### config.mk
export PLATFORM = sky130hd
export DESIGN_NAME = gpio_port_registers
export DESIGN_NICKNAME = d
export VERILOG_FILES = /design/src/design/gpr_pkg.sv /design/src/design/gpr_ctrl.sv /design/src/design/gpr_datapath.sv /design/src/design/gpio_port_registers.sv
export SDC_FILE = /design/constraint.sdc
export NUM_CORES = 1
export LEC_CHECK = 0
export BUFFER_PORTS_ARGS = -buffer_cell sky130_fd_sc_hd__buf_2
export CORE_MARGIN = 2
export CORE_UTILIZATION = 61
export CTS_BUF_LIST = sky130_fd_sc_hd__clkbuf_8
export DETAILED_ROUTE_END_ITERATION = 12
export PLACE_DENSITY_LB_ADDON = 0.08
export SYNTH_ARGS = -nofsm -noshare
export SYNTH_HDL_FRONTEND = slang
export SYNTH_SLANG_ARGS = --single-unit
### constraint.sdc
create_clock -name clk -period 4.7 [get_ports clk]
set_input_delay 0.47 -clock clk [delete_from_list [all_inputs] [get_ports clk]]
set_output_delay 0.47 -clock clk [all_outputs]
set_load 0.02 [all_outputs]
### src/design/gpr_pkg.sv
`timescale 1ns / 1ps
`default_nettype none
// ----------------------------------------------------------------------------
// gpr_pkg: shared types and constants of the GPIO port register block
// Register offsets, action and status codes, reset values, control struct.
// ----------------------------------------------------------------------------
package gpr_pkg;

	localparam int unsigned PIN_COUNT = 16;
	localparam logic [31:0] RESET_MODE_WORD = 32'ha800_0000;
	localparam logic [15:0] PIN_MASK = 16'((17'(1) << PIN_COUNT) - 17'(1));

	localparam int unsigned IN_DATA_W  = 48;
	localparam int unsigned OUT_DATA_W = 80;

	typedef enum logic [2:0] {
		ACT_READ      = 3'd0,
		ACT_WR_WORD   = 3'd1,
		ACT_WR_HALF   = 3'd2,
		ACT_WR_OTHER  = 3'd3,
		ACT_PIN_EVENT = 3'd4
	} gpr_action_t;

	localparam logic [9:0] OFS_MODE    = 10'h000;
	localparam logic [9:0] OFS_TYPE    = 10'h004;
	localparam logic [9:0] OFS_SPEED   = 10'h008;
	localparam logic [9:0] OFS_PULL    = 10'h00c;
	localparam logic [9:0] OFS_IN      = 10'h010;
	localparam logic [9:0] OFS_OUT     = 10'h014;
	localparam logic [9:0] OFS_SETCLR  = 10'h018;
	localparam logic [9:0] OFS_SETCLR2 = 10'h01a;
	localparam logic [9:0] OFS_LOCK    = 10'h01c;
	localparam logic [9:0] OFS_AFLO    = 10'h020;
	localparam logic [9:0] OFS_AFHI    = 10'h024;

	localparam logic [1:0] ST_OK        = 2'd0;
	localparam logic [1:0] ST_UNMODELED = 2'd1;
	localparam logic [1:0] ST_BAD       = 2'd2;

	localparam logic [1:0] MODE_OUTPUT = 2'd1;

	typedef struct packed {
		logic load;   // capture the incoming request
		logic exec;   // apply request, load result register
	} gpr_cmd_t;

endpackage : gpr_pkg
`default_nettype wire

### src/design/gpr_ctrl.sv
`timescale 1ns / 1ps
`default_nettype none
// ----------------------------------------------------------------------------
// gpr_ctrl: request sequencer
// Captures one request, executes it once the result register is free, and
// tracks result valid.
// ----------------------------------------------------------------------------
module gpr_ctrl (
	input  wire logic           clk,
	input  wire logic           arst_n,
	input  wire logic           s_tvalid,
	output logic                s_tready,
	output logic                m_tvalid,
	input  wire logic           m_tready,
	output gpr_pkg::gpr_cmd_t   cmd
);
	import gpr_pkg::*;

	typedef enum logic [1:0] {
		S_IDLE = 2'b01,
		S_EXEC = 2'b10
	} gpr_state_t;

	gpr_state_t state_q;
	logic       out_valid_q;
	logic       exec_go;

	assign s_tready = (state_q == S_IDLE);
	assign exec_go  = (state_q == S_EXEC) && (!out_valid_q || m_tready);
	assign cmd.load = s_tvalid && s_tready;
	assign cmd.exec = exec_go;
	assign m_tvalid = out_valid_q;

	always_ff @(posedge clk or negedge arst_n) begin
		if (!arst_n) begin
			state_q     <= S_IDLE;
			out_valid_q <= 1'b0;
		end else begin
			case (state_q)
				S_IDLE: begin
					if (cmd.load) state_q <= S_EXEC;
				end
				S_EXEC: begin
					if (exec_go) state_q <= S_IDLE;
				end
				default: state_q <= S_IDLE;
			endcase
			if (exec_go) out_valid_q <= 1'b1;
			else if (m_tready) out_valid_q <= 1'b0;
		end
	end

endmodule : gpr_ctrl
`default_nettype wire

### src/design/gpr_datapath.sv
`timescale 1ns / 1ps
`default_nettype none
// ----------------------------------------------------------------------------
// gpr_datapath: port registers and access decode
// Holds mode, output data, alternate-function words and input levels;
// decodes the captured request and builds the result.
// ----------------------------------------------------------------------------
module gpr_datapath (
	input  wire logic                            clk,
	input  wire logic                            arst_n,
	input  wire gpr_pkg::gpr_cmd_t               cmd,
	input  wire logic [2:0]                      in_action,
	input  wire logic [gpr_pkg::IN_DATA_W-1:0]   in_data,
	output logic [gpr_pkg::OUT_DATA_W-1:0]       res_data,
	output logic [1:0]                           res_status
);
	import gpr_pkg::*;

	logic [2:0]  act_q;
	logic [9:0]  ofs_q;
	logic [31:0] wdata_q;
	logic [3:0]  pin_q;
	logic        lvl_q;

	logic [31:0] mode_q;
	logic [15:0] out_q;
	logic [31:0] aflo_q;
	logic [31:0] afhi_q;
	logic [15:0] inl_q;

	logic [31:0] rd_q;
	logic [15:0] lvls_q;
	logic [15:0] chg_q;
	logic [15:0] inow_q;
	logic [1:0]  st_q;

	logic [31:0] mode_n, aflo_n, afhi_n, rd_n;
	logic [15:0] out_n, inl_n, pins_old, pins_new;
	logic [1:0]  st_n;

	always_comb begin
		for (int p = 0; p < 16; p++) begin
			pins_old[p] = (mode_q[2*p +: 2] == MODE_OUTPUT);
			pins_new[p] = (mode_n[2*p +: 2] == MODE_OUTPUT);
		end
		pins_old = pins_old & PIN_MASK;
		pins_new = pins_new & PIN_MASK;
	end

	always_comb begin
		mode_n = mode_q;
		out_n  = out_q;
		aflo_n = aflo_q;
		afhi_n = afhi_q;
		inl_n  = inl_q;
		rd_n   = '0;
		st_n   = ST_OK;
		case (act_q)
			ACT_READ: begin
				case (ofs_q)
					OFS_MODE: rd_n = mode_q;
					OFS_IN:   rd_n = {16'h0, inl_q};
					OFS_OUT:  rd_n = {16'h0, out_q};
					OFS_AFLO: rd_n = aflo_q;
					OFS_AFHI: rd_n = afhi_q;
					default: begin
						if (ofs_q inside {OFS_TYPE, OFS_SPEED, OFS_PULL, OFS_SETCLR, OFS_LOCK})
							st_n = ST_UNMODELED;
						else
							st_n = ST_BAD;
					end
				endcase
			end
			ACT_WR_WORD: begin
				case (ofs_q)
					OFS_MODE:   mode_n = wdata_q;
					OFS_OUT:    out_n  = wdata_q[15:0];
					OFS_SETCLR: out_n  = (out_q & ~wdata_q[31:16]) | wdata_q[15:0];
					OFS_AFLO:   aflo_n = wdata_q;
					OFS_AFHI:   afhi_n = wdata_q;
					default: begin
						if (ofs_q inside {OFS_TYPE, OFS_SPEED, OFS_PULL, OFS_IN, OFS_LOCK})
							st_n = ST_UNMODELED;
						else
							st_n = ST_BAD;
					end
				endcase
			end
			ACT_WR_HALF: begin
				if (ofs_q == OFS_SETCLR) out_n = out_q | wdata_q[15:0];
				else if (ofs_q == OFS_SETCLR2) out_n = out_q & ~wdata_q[15:0];
				else st_n = ST_BAD;
			end
			ACT_PIN_EVENT: begin
				if (PIN_MASK[pin_q]) inl_n[pin_q] = lvl_q;
				else st_n = ST_BAD;
			end
			default: st_n = ST_BAD;
		endcase
	end

	always_ff @(posedge clk) begin
		if (cmd.load) begin
			act_q   <= in_action;
			ofs_q   <= in_data[9:0];
			wdata_q <= in_data[41:10];
			pin_q   <= in_data[45:42];
			lvl_q   <= in_data[46];
		end
		if (cmd.exec) begin
			rd_q   <= rd_n;
			lvls_q <= out_n & pins_new;
			chg_q  <= (out_q ^ out_n) & pins_old;
			inow_q <= inl_n;
			st_q   <= st_n;
		end
	end

	always_ff @(posedge clk or negedge arst_n) begin
		if (!arst_n) begin
			mode_q <= RESET_MODE_WORD;
			out_q  <= '0;
			aflo_q <= '0;
			afhi_q <= '0;
			inl_q  <= '0;
		end else if (cmd.exec) begin
			mode_q <= mode_n;
			out_q  <= out_n;
			aflo_q <= aflo_n;
			afhi_q <= afhi_n;
			inl_q  <= inl_n;
		end
	end

	assign res_data   = {inow_q, chg_q, lvls_q, rd_q};
	assign res_status = st_q;

endmodule : gpr_datapath
`default_nettype wire

### src/design/gpio_port_registers.sv
`timescale 1ns / 1ps
`default_nettype none
// ----------------------------------------------------------------------------
// gpio_port_registers: 16-pin GPIO port register block
// Register reads/writes and external pin events on one request stream,
// one result per request.
// ----------------------------------------------------------------------------
// channel | dir | payload
// s_*     | in  | tuser: action; tdata: offset, write data, pin, level
// m_*     | out | tuser: status; tdata: read data, levels, changed, inputs
//
// Each request is captured, then executed into the result register.
// Execute waits while the result register is full and not taken.
// A new request is captured while a result waits downstream.
// arst_n restores the mode word and clears output, AF, input and control state.
// ----------------------------------------------------------------------------
module gpio_port_registers (
	input  wire logic                            clk,
	input  wire logic                            arst_n,
	input  wire logic                            s_tvalid,
	output logic                                 s_tready,
	// [9:0] reg_offset, [41:10] write_data, [45:42] pin_index, [46] pin_level
	input  wire logic [gpr_pkg::IN_DATA_W-1:0]   s_tdata,
	// [2:0] action
	input  wire logic [2:0]                      s_tuser,
	output logic                                 m_tvalid,
	input  wire logic                            m_tready,
	// [31:0] read_data, [47:32] output_levels, [63:48] drive_changed,
	// [79:64] input_levels_now
	output logic [gpr_pkg::OUT_DATA_W-1:0]       m_tdata,
	// [1:0] status
	output logic [1:0]                           m_tuser
);
	import gpr_pkg::*;

	gpr_cmd_t cmd;

	gpr_ctrl u_ctrl (
		.clk      (clk),
		.arst_n   (arst_n),
		.s_tvalid (s_tvalid),
		.s_tready (s_tready),
		.m_tvalid (m_tvalid),
		.m_tready (m_tready),
		.cmd      (cmd)
	);

	gpr_datapath u_dp (
		.clk        (clk),
		.arst_n     (arst_n),
		.cmd        (cmd),
		.in_action  (s_tuser),
		.in_data    (s_tdata),
		.res_data   (m_tdata),
		.res_status (m_tuser)
	);

endmodule : gpio_port_registers
`default_nettype wire
==> results of run 1 <==
## where the power goes
| group | leakage, nW | switching, mW | internal (mW) |
|---|---|---|---|
| clock network | 0.511 | 0.908 | 1.09 |
| registers | 2.96 | 0.0903 | 2.51 |
| logic | 2.60 | 0.192 | 0.0968 |
## critical path, stage by stage (launching register included)
cell      delay (ns)
edfxtp_1        0.45
or4_4           0.53
nor3_4          0.12
buf_4           0.29
nand3_2         0.17
or3_2           0.78
buf_4           0.39
mux2_4          0.34
## worst paths after layout
kind                                     to         startpoint  slack [ns]  cells after the start
max                          u_dp.aflo_q[4]      u_dp.ofs_q[7]        1.49                      7
max in group asynchronous   u_dp.mode_q[27]             arst_n        3.62                      2
min reg2reg                 u_ctrl.m_tvalid  u_ctrl.state_q[1]        0.50                      2
min                         u_dp.aflo_q[17]             arst_n       0.006                      1
max reg2reg                  u_dp.aflo_q[4]      u_dp.ofs_q[7]        1.49                      7
min in group clk           u_dp.wdata_q[20]        s_tdata[30]        0.08                      1
## through the flow
stage | setup WS [ns] | cell area (um^2) | std cells | power [mW]
6_report | 1.49 | 14200 | 1427 | 4.89
5_1_grt | 1.35 | 14200 | 1427 | 5.07
4_1_cts | 1.52 | 14200 | 1427 | 4.93
3_5_place_dp | 1.52 | 13300 | 1344 | 2.93
3_3_place_gp | 1.57 | 13300 | 1344 | 2.92
2_1_floorplan | 0.661 | 12400 | 993 | 2.79
## cell families (layout without fill, tap and decap cells)
| logic type | after synthesis | count (layout) | share of synthesized area (%) |
|---|---|---|---|
| XOR/XNOR | 1 | 1 | 0.0705 |
| AND/OR/NAND/NOR | 260 | 260 | 11.3 |
| flip-flops | 263 | 263 | 58.4 |
| buffers and inverters | 113 | 277 | 3.92 |
| AO/OA/AOI/OAI | 196 | 196 | 11.0 |
| multiplexers | 160 | 160 | 15.4 |
## synthesized netlist by cell type (all sizes together), types with 3 or more instances
master and n:
a21o 17, a21oi 58, a22o 27, a22oi 22, a31oi 16, a32o 9, a32oi 5, and2 3
and3 10, and3b 10, buf 33, clkbuf 47, dfrtp 127, dfstp 4, edfxtp 132, inv 33
mux2 155, mux2i 5, nand2 84, nand2b 8, nand3 15, nand4 3, nor2 42, nor2b 19
nor3 9, nor3b 25, nor4 3, nor4b 3, o211ai 12, o21ai 4, o22a 5, o22ai 11
o32ai 5, or2 16, or3 4
## flip-flops by register name, indices dropped and copies added, names as in the netlist
name	count
u_dp.rd_q	32
u_dp.mode_q	32
u_dp.lvls_q	16
u_dp.ofs_q	10
u_dp.pin_q	4
u_dp.aflo_q	32
u_dp.out_q	16
u_dp.chg_q	16
u_dp.wdata_q	32
u_ctrl.state_q	2
u_dp.inow_q	16
u_dp.afhi_q	32
u_dp.act_q	3
u_dp.lvl_q	1
u_dp.res_status	2
u_dp.inl_q	16
u_ctrl.m_tvalid	1
## routing by layer
| layer | track usage (%) | wire (um) | vias to the layer above |
|---|---|---|---|
| li1 | - | - | 3919 |
| met2 | 42.3 | 13500 | 394 |
| met3 | 4.56 | 2250 | 65 |
| met1 | 41.9 | 13100 | 4268 |
| met4 | 10.3 | 809 | 0 |
| met5 | 0 | 0 | - |
## layout make-up
type                       instances  area share, %
clock buffer                      47           4.56
clock inverter                    36           1.64
inverter                          33          0.892
multi-input combinational        617           33.2
sequential                       263           51.1
tap                              270           2.38
timing repair buffer             161           6.22
==> out/results.tsv, run 1 <==
stage	metric	value	unit
finish	drive_gt1_share	35.1	%
power	p_leak	6.08	nW
finish	utilization	70.5	%
sta	setup_viol	0	
sta	whs	0.00635	ns
floorplan	start_util	61.8	%
placed_design	dp_hpwl	19.0	mm
sta	final.setup.tns	0	ns
drt	drc_errors	0	
finish	antenna_cells	0	
synthesis	synth_flop_cell	edfxtp_1	
drt	wl_per_cell	20.8	um
finish	layout_common_cells	buf_2, edfxtp_1, dfrtp_1, mux2_2, nand2_1	
synthesis	yosysTopAreaCellShare	31.9	%
global_routing	grt_start_max_net_pins	65	
drt	finalWirelength	29.7	mm
worst_setup_path	crit_required	5.14	ns
global_routing	antenna_found_initial	0	
floorplan	die_area	0.0215	mm^2
clock_network	clk_pin_slew	0.06	ns
finish	multi_input_area	0.00470	mm^2
finish	seq_area	0.00725	mm^2
global_routing	grt_overflow_total	0	
finish	nets	1176	
clock_network	cts_buffers	45	
sta	drv_slew	0	
clock_network	cts_sinks	263	
status	status	completed	
finish	final_common_cell	buf_2	
clock_network	postCtsHoldBufs	0	
synthesis	async_reset_ff_share	49.8	%
hold_path	hold_path.class	in -> async	
power	p_per_area	345	mW/mm^2
synthesis	synth_largest_area_cell	edfxtp_1	
placed_design	gp_congestion	0.841	
synthesis	ys_seq_area_share	58.4	%
synthesis	synth.distinct_cells	57	
worst_setup_path	worst_setup_path_end_kind	flop	
sta	fmax	312	MHz
sta	hold_viol	0	
global_routing	grt_pass1_wl	47.0	mm
clock_network	cts_max_level	2	
synthesis	synth_edf_count	132	
floorplan	fp.dieW	147	um
finish	n_fill_cell	1455	
sta	min_period	3.21	ns
clock_network	clock_path_buffers	3	
sta	min_period_over_period	68.3	%
drt	first_pass_iters	5	
drt	viasPerCell	6.06	
flow_run	cap_violations	0	
synthesis	avgSynthCellArea	12.5	um^2
global_routing	grt_usage	28.2	%
synthesis	synthTopCellsByArea	edfxtp_1, dfrtp_1, mux2_2	
worst_setup_path	arrival	3.65	ns
sta	rsz0062_at_grt	false	
placed_design	io_buffers	137	
finish	area_growth	14.1	%
sta	tightest_slew	1.03	ns
clock_network	clock_latency	0.56	ns
floorplan	row_count	52	
clock_network	cts-root-buf	clkbuf_8	
synthesis	syn_area	0.0124	mm^2
synthesis	syn_nets	1048	
clock_network	cts_tree	built	
floorplan	die_h	147	um
synthesis	syn_inst	993	
synthesis	ys_seq_elements	263	
sta	max_slew_margin	31.1	%
drt	ant_nets	0	
power	peakVddDrop	256	uV
synthesis	yosys_warnings	0	
global_routing	grt_pass1_vias	8346	
clock_network	postCtsSetupRepairBufs	0	
clock_network	post_cts_resized	0	
floorplan	ioPinCount	139	
sta	clock_skew	0.0218	ns
floorplan	core-area	0.0201	mm^2
worst_setup_path	crit_fanout	18	
worst_setup_path	start_kind	flop	
drt	drt-initial-drc-count	864	
worst_setup_path	crit_type	reg -> reg	
drt	vias	8646	
(Power assumes the default switching activity.)
==> run 2: changes to the inputs <==
Settings changed: CORE_UTILIZATION 61 to 55.
Clock period 4.7 ns to 2.72 ns, I/O delays scaled along.
==> run 2 against run 1 <==
Effect of this change: global-route usage fell by 1.4 points; fmax up 28%; sequential cell count did not move; wire length rose by 5.1%; non-clock buffer count grew 71; sequential share of layout area shrank 2.5 points; largest cell class unchanged.
==> out/results.tsv, run 2 (same netlist as run 1, synthesis figures left out) <==
stage	metric	value	unit
worst_setup_path	cpPeakStageDelay	0.58	ns
finish	layout.cells.non_filler	1509	
power	switching_share	24.5	%
sta	final.setup.tns	0	ns
floorplan	die_area	0.0238	mm^2
clock_network	cts_buffers	45	
floorplan	ioPinCount	139	
drt	ant_nets	0	
floorplan	row_count	54	
floorplan	die_h	154	um
finish	area_growth	20.0	%
drt	drt-initial-drc-count	686	
clock_network	cts_sinks	263	
worst_setup_path	crit_slowest_cell	or4_4	
power	p_per_area	574	mW/mm^2
clock_network	clock_path_buffers	3	
power	pwr-share-clk	40.8	%
flow_run	cap_violations	0	
floorplan	core-area	0.0220	mm^2
status	status	completed	
finish	nets	1247	
clock_network	clock_latency	0.55	ns
sta	setup_viol	0	
drt	wl_met2	14.4	mm
finish	utilization	67.7	%
drt	highest_layer	met4	
sta	max_slew_margin	38.2	%
clock_network	post_cts_resized	0	
placed_design	dp_hpwl	20.3	mm
drt	vias	8817	
finish	drive_gt1_share	34.9	%
power	p_leak	6.40	nW
placed_design	gp_congestion	0.849	
drt	route.met3.wl	1.87	mm
placed_design	dpl_worst_slack	0.239	ns
drt	first_pass_iters	5	
worst_setup_path	cp_top_family	simple AND/OR/NAND/NOR gates	
sta	min_period	2.51	ns
drt	wl_met1	14.3	mm
worst_setup_path	crit_required	3.15	ns
finish	layout_common_cells	buf_2, edfxtp_1, dfrtp_1, mux2_2, nand2_1	
sta	tightest_slew	0.928	ns
worst_setup_path	arrival	2.94	ns
clock_network	cts-root-buf	clkbuf_8	
sta	rsz0062_at_grt	false	
drt	drc_errors	0	
finish	stdcell_area	0.0149	mm^2
finish	final_common_cell	buf_2	
clock_network	clk_pin_slew	0.06	ns
worst_setup_path	crit_fanout	32	
power	peakVddDrop	472	uV
worst_setup_path	crit_path_cell_trace	or4_4 > nor3_4 > nand3_2 > or3_2 > buf_12 > mux2_4	
global_routing	grt_pass1_vias	8942	
clock_network	cts_tree	built	
power	pwr-share-comb	6.9	%
worst_setup_path	start_kind	flop	
worst_setup_path	crit_type	reg -> reg	
power	p_sw	2.10	mW
worst_setup_path	cp_num_buf_inv	1	
drt	viasPerCell	5.84	
global_routing	grt_overflow_total	0	
floorplan	fp.dieW	154	um
global_routing	grt_start_max_net_pins	68	
drt	wl_per_cell	20.7	um
floorplan	start_util	56.4	%
sta	setup_ws	0.207	ns
global_routing	grt_usage	26.8	%
power	p_seq_share	52.4	%
worst_setup_path	worst_setup_path_end_kind	flop	
placed_design	io_buffers	137	
sta	drv_slew	0	
sta	hold_viol	0	
sta	min_period_over_period	92.4	%
power	p_int	6.46	mW
drt	finalWirelength	31.2	mm
placed_design	dpl_cell_area	0.0135	mm^2
sta	clock_skew	0.0279	ns
hold_path	hold_path.class	in -> reg	
clock_network	cts_max_level	2	
finish	antenna_cells	0	
global_routing	grt_pass1_wl	49.7	mm
placed_design	place_inst	1374	
sta	fmax	398	MHz
global_routing	antenna_found_initial	0	
-- run 2: area by class of cell --
class	count	area, um^2
sequential	263	7250
fill	1644	7120
multi-input combinational	617	4700
timing repair buffer	232	1590
clock buffer	54	743
tap	280	350
clock inverter	30	150
inverter	33	126
-- run 2: worst paths after layout --
check / start / to / slack [ns] / depth (start not counted)
max: u_dp.ofs_q[9] / u_dp.aflo_q[10] / 0.21 / 6
min: m_tready / u_ctrl.m_tvalid / 0.07 / 3
max in group asynchronous: arst_n / u_dp.inl_q[5] / 1.75 / 3
min reg2reg: u_dp.afhi_q[7] / u_dp.afhi_q[7] / 0.50 / 1
max reg2reg: u_dp.ofs_q[9] / u_dp.aflo_q[10] / 0.21 / 6
min in group asynchronous: arst_n / u_dp.out_q[6] / 0.19 / 2
-- run 2: power by group through the flow --
stage          clock network [mW]  registers, mW  logic [mW]
2_1_floorplan                   0           4.52       0.296
3_3_place_gp                    0           4.55       0.528
3_5_place_dp                    0           4.55       0.533
4_1_cts                      3.55           4.48       0.591
5_1_grt                      3.74           4.50       0.639
6_report                     3.49           4.48       0.589
-- run 2: worst register-to-register path: stages (launching register included) --
cell and delay (ns):
edfxtp_1 0.41, or4_4 0.58, nor3_4 0.15, nand3_2 0.15, or3_2 0.52, buf_12 0.23
mux2_4 0.35
-- run 2: per-stage QoR --
step | total power, mW | hold WS, ns
after floorplan | 4.82 | -0.0236
after global placement | 5.08 | 0.232
after detailed placement | 5.09 | 0.230
after CTS | 8.62 | 0.0550
after global routing | 8.88 | 0.0626
final | 8.56 | 0.0732
-- run 2: repair_timing --
| item | 4_1_cts | 5_1_grt |
|---|---|---|
| hold buffers | 51 | 0 |
| hold endpoints to repair | 72 | 0 |
| setup buffers | 0 | 0 |
-- run 2: layer usage --
metal | track usage (%) | vias to the layer above
met2 | 42.0 | 305
met5 | 0 | -
met4 | 7.85 | 0
li1 | - | 4066
met3 | 4.09 | 43
met1 | 39.3 | 4403
==> run 3: changes to the inputs <==
Settings changed: ABC_AREA from default to 1.
==> run 3 against run 2 <==
Effect of this change: power grew 26%; utilization shrank 0.56 points; sequential cell count unchanged; clock power fell by 8.3%; fmax up 2.4%; largest cell class unchanged; synthesized area decreased by 0.31%; cell area is 1.1% lower; first-iteration DRC count is 42% higher; highest routed layer unchanged; critical path depth is 3 higher; cell count is 24% higher; sequential share of layout area is 0.56 points higher.
==> out/results.tsv, run 3 <==
stage	metric	value	unit
status	status	completed	
synthesis	async_reset_ff_share	49.8	%
hold_path	hold_path.class	in -> async	
synthesis	synthTopCellsByArea	edfxtp_1, dfrtp_1, nand2_1	
global_routing	grt_overflow_total	0	
sta	drv_slew	0	
drt	finalWirelength	33.6	mm
sta	setup_viol	0	
synthesis	syn_inst	1361	
synthesis	synth_largest_area_cell	edfxtp_1	
finish	layout_common_cells	nand2_1, inv_1, buf_2, edfxtp_1, dfrtp_1	
worst_setup_path	worst_setup_path_end_kind	flop	
drt	drt-initial-drc-count	975	
power	pwr-share-clk	29.5	%
power	p_per_area	735	mW/mm^2
clock_network	postCtsSetupRepairBufs	0	
global_routing	grt_start_max_net_pins	179	
worst_setup_path	arrival	2.83	ns
drt	viasPerCell	5.48	
drt	vias	10300	
worst_setup_path	crit_required	3.09	ns
finish	final_common_cell	nand2_1	
power	pwr-share-comb	22.1	%
worst_setup_path	start_kind	flop	
floorplan	ioPinCount	139	
clock_network	clk_pin_slew	0.07	ns
drt	wl_per_cell	17.9	um
synthesis	ys_seq_area_share	58.5	%
placed_design	dp_hpwl	21.5	mm
drt	drc_errors	0	
placed_design	io_buffers	137	
synthesis	synth_most_common_cell	nand2_1	
placed_design	gp_congestion	0.913	
drt	first_pass_iters	5	
flow_run	cap_violations	0	
clock_network	cts_buffers	43	
finish	drive_gt1_share	16.8	%
power	p_leak	6.90	nW
finish	antenna_cells	0	
floorplan	die_area	0.0237	mm^2
finish	nets	1619	
floorplan	start_util	56.4	%
finish	stdcell_area	0.0147	mm^2
sta	clock_skew	0.0157	ns
synthesis	syn_area	0.0124	mm^2
power	p_int	7.27	mW
sta	final.setup.tns	0	ns
synthesis	synthTopCellsByCount	nand2_1, inv_1, edfxtp_1	
power	p_sw	3.56	mW
placed_design	dpl_cell_area	0.0134	mm^2
power	power	10.8	mW
sta	fmax	408	MHz
clock_network	cts_max_level	2	
power	p_seq_share	48.3	%
worst_setup_path	crit_type	reg -> reg	
floorplan	fp.dieW	154	um
synthesis	yosys_warnings	0	
clock_network	clock_path_buffers	3	
power	switching_share	32.9	%
synthesis	ys_seq_elements	263	
worst_setup_path	crit_fanout	15	
floorplan	core-area	0.0220	mm^2
power	peakVddDrop	553	uV
global_routing	grt_pass1_vias	9674	
synthesis	synth.distinct_cells	39	
sta	min_period	2.45	ns
global_routing	grt_usage	28.8	%
clock_network	cts_tree	built	
sta	hold_viol	0	
sta	min_period_over_period	90.2	%
sta	max_slew_margin	42.2	%
floorplan	row_count	54	
global_routing	antenna_found_initial	0	
finish	area_growth	19.0	%
floorplan	die_h	154	um
synthesis	avgSynthCellArea	9.10	um^2
synthesis	synth_flop_cell	edfxtp_1	
synthesis	synth_edf_count	132	
clock_network	clock_latency	0.54	ns
synthesis	yosysTopAreaCellShare	32.0	%
global_routing	grt_pass1_wl	52.9	mm
synthesis	syn_nets	1416	
finish	utilization	67.1	%
sta	tightest_slew	0.867	ns
drt	ant_nets	0	
sta	rsz0062_at_grt	false	
clock_network	cts_sinks	263	
clock_network	cts-root-buf	clkbuf_8	
-- run 3: area by class of cell --
type	instances	area (um^2)
fill	1809	7220
inverter	167	627
multi-input combinational	872	4220
timing repair buffer	217	1490
sequential	263	7250
clock buffer	49	674
tap	280	350
clock inverter	30	121
-- run 3: path summary, 6_finish.rpt --
kind	from	end	slack, ns	depth (start not counted)
setup / recovery	u_dp.ofs_q[5]	u_dp.rd_q[11]	0.27	9
min in group clk	s_tvalid	u_ctrl.state_q[0]	0.37	4
max in group asynchronous	arst_n	u_dp.mode_q[29]	1.94	3
hold / removal	arst_n	u_ctrl.state_q[1]	0.15	2
setup reg to reg	u_dp.ofs_q[5]	u_dp.rd_q[11]	0.27	9
hold reg to reg	u_dp.aflo_q[20]	u_dp.aflo_q[20]	0.47	2
-- run 3: critical path: stages, from the launching register on --
cell and delay (ns):
edfxtp_1 0.48, inv_1 0.09, nand2_1 0.08, nor2_4 0.31
buf_4 0.30, nand3_1 0.13, nand3_1 0.13, nand2_1 0.29
buf_4 0.30, nor2_1 0.17
-- run 3: routing by layer --
metal	wire length, um	vias to the layer above	GRT usage, %
li1	-	4950	-
met1	14400	4771	40.9
met2	15100	489	44.8
met3	2820	78	5.16
met4	1250	0	11.1
met5	0	-	0
-- run 3: power by group through the flow --
| stage | sequential (mW) | combinational, mW | clock, mW |
|---|---|---|---|
| 2_1_floorplan | 5.26 | 1.56 | 0 |
| 3_3_place_gp | 5.27 | 2.23 | 0 |
| 3_5_place_dp | 5.29 | 2.30 | 0 |
| 4_1_cts | 5.22 | 2.37 | 3.25 |
| 5_1_grt | 5.29 | 2.71 | 3.45 |
| 6_report | 5.23 | 2.40 | 3.20 |
-- run 3: kinds of logic after synthesis --
| kind of cell | count (synthesis) | synth area share [%] |
|---|---|---|
| mux | 12 | 1.17 |
| flops | 263 | 58.5 |
| buf+inv | 226 | 7.47 |
| compound gates | 281 | 12.4 |
| simple gates | 579 | 20.4 |
-- run 3: what timing repair did --
| action | CTS | global route |
|---|---|---|
| hold endpoints to repair | 179 | 0 |
| hold buffers | 52 | 0 |
| resized for setup | 0 | 0 |
-- run 3: metrics by stage --
| step | hold WS (ns) | setup WS, ns | std cells |
|---|---|---|---|
| 2_1_floorplan | -0.0236 | 0.0467 | 1361 |
| 3_3_place_gp | 0.161 | 0.346 | 1747 |
| 3_5_place_dp | 0.160 | 0.358 | 1747 |
| 4_1_cts | 0.132 | 0.293 | 1878 |
| 5_1_grt | 0.151 | 0.125 | 1878 |
| 6_report | 0.149 | 0.266 | 1878 |
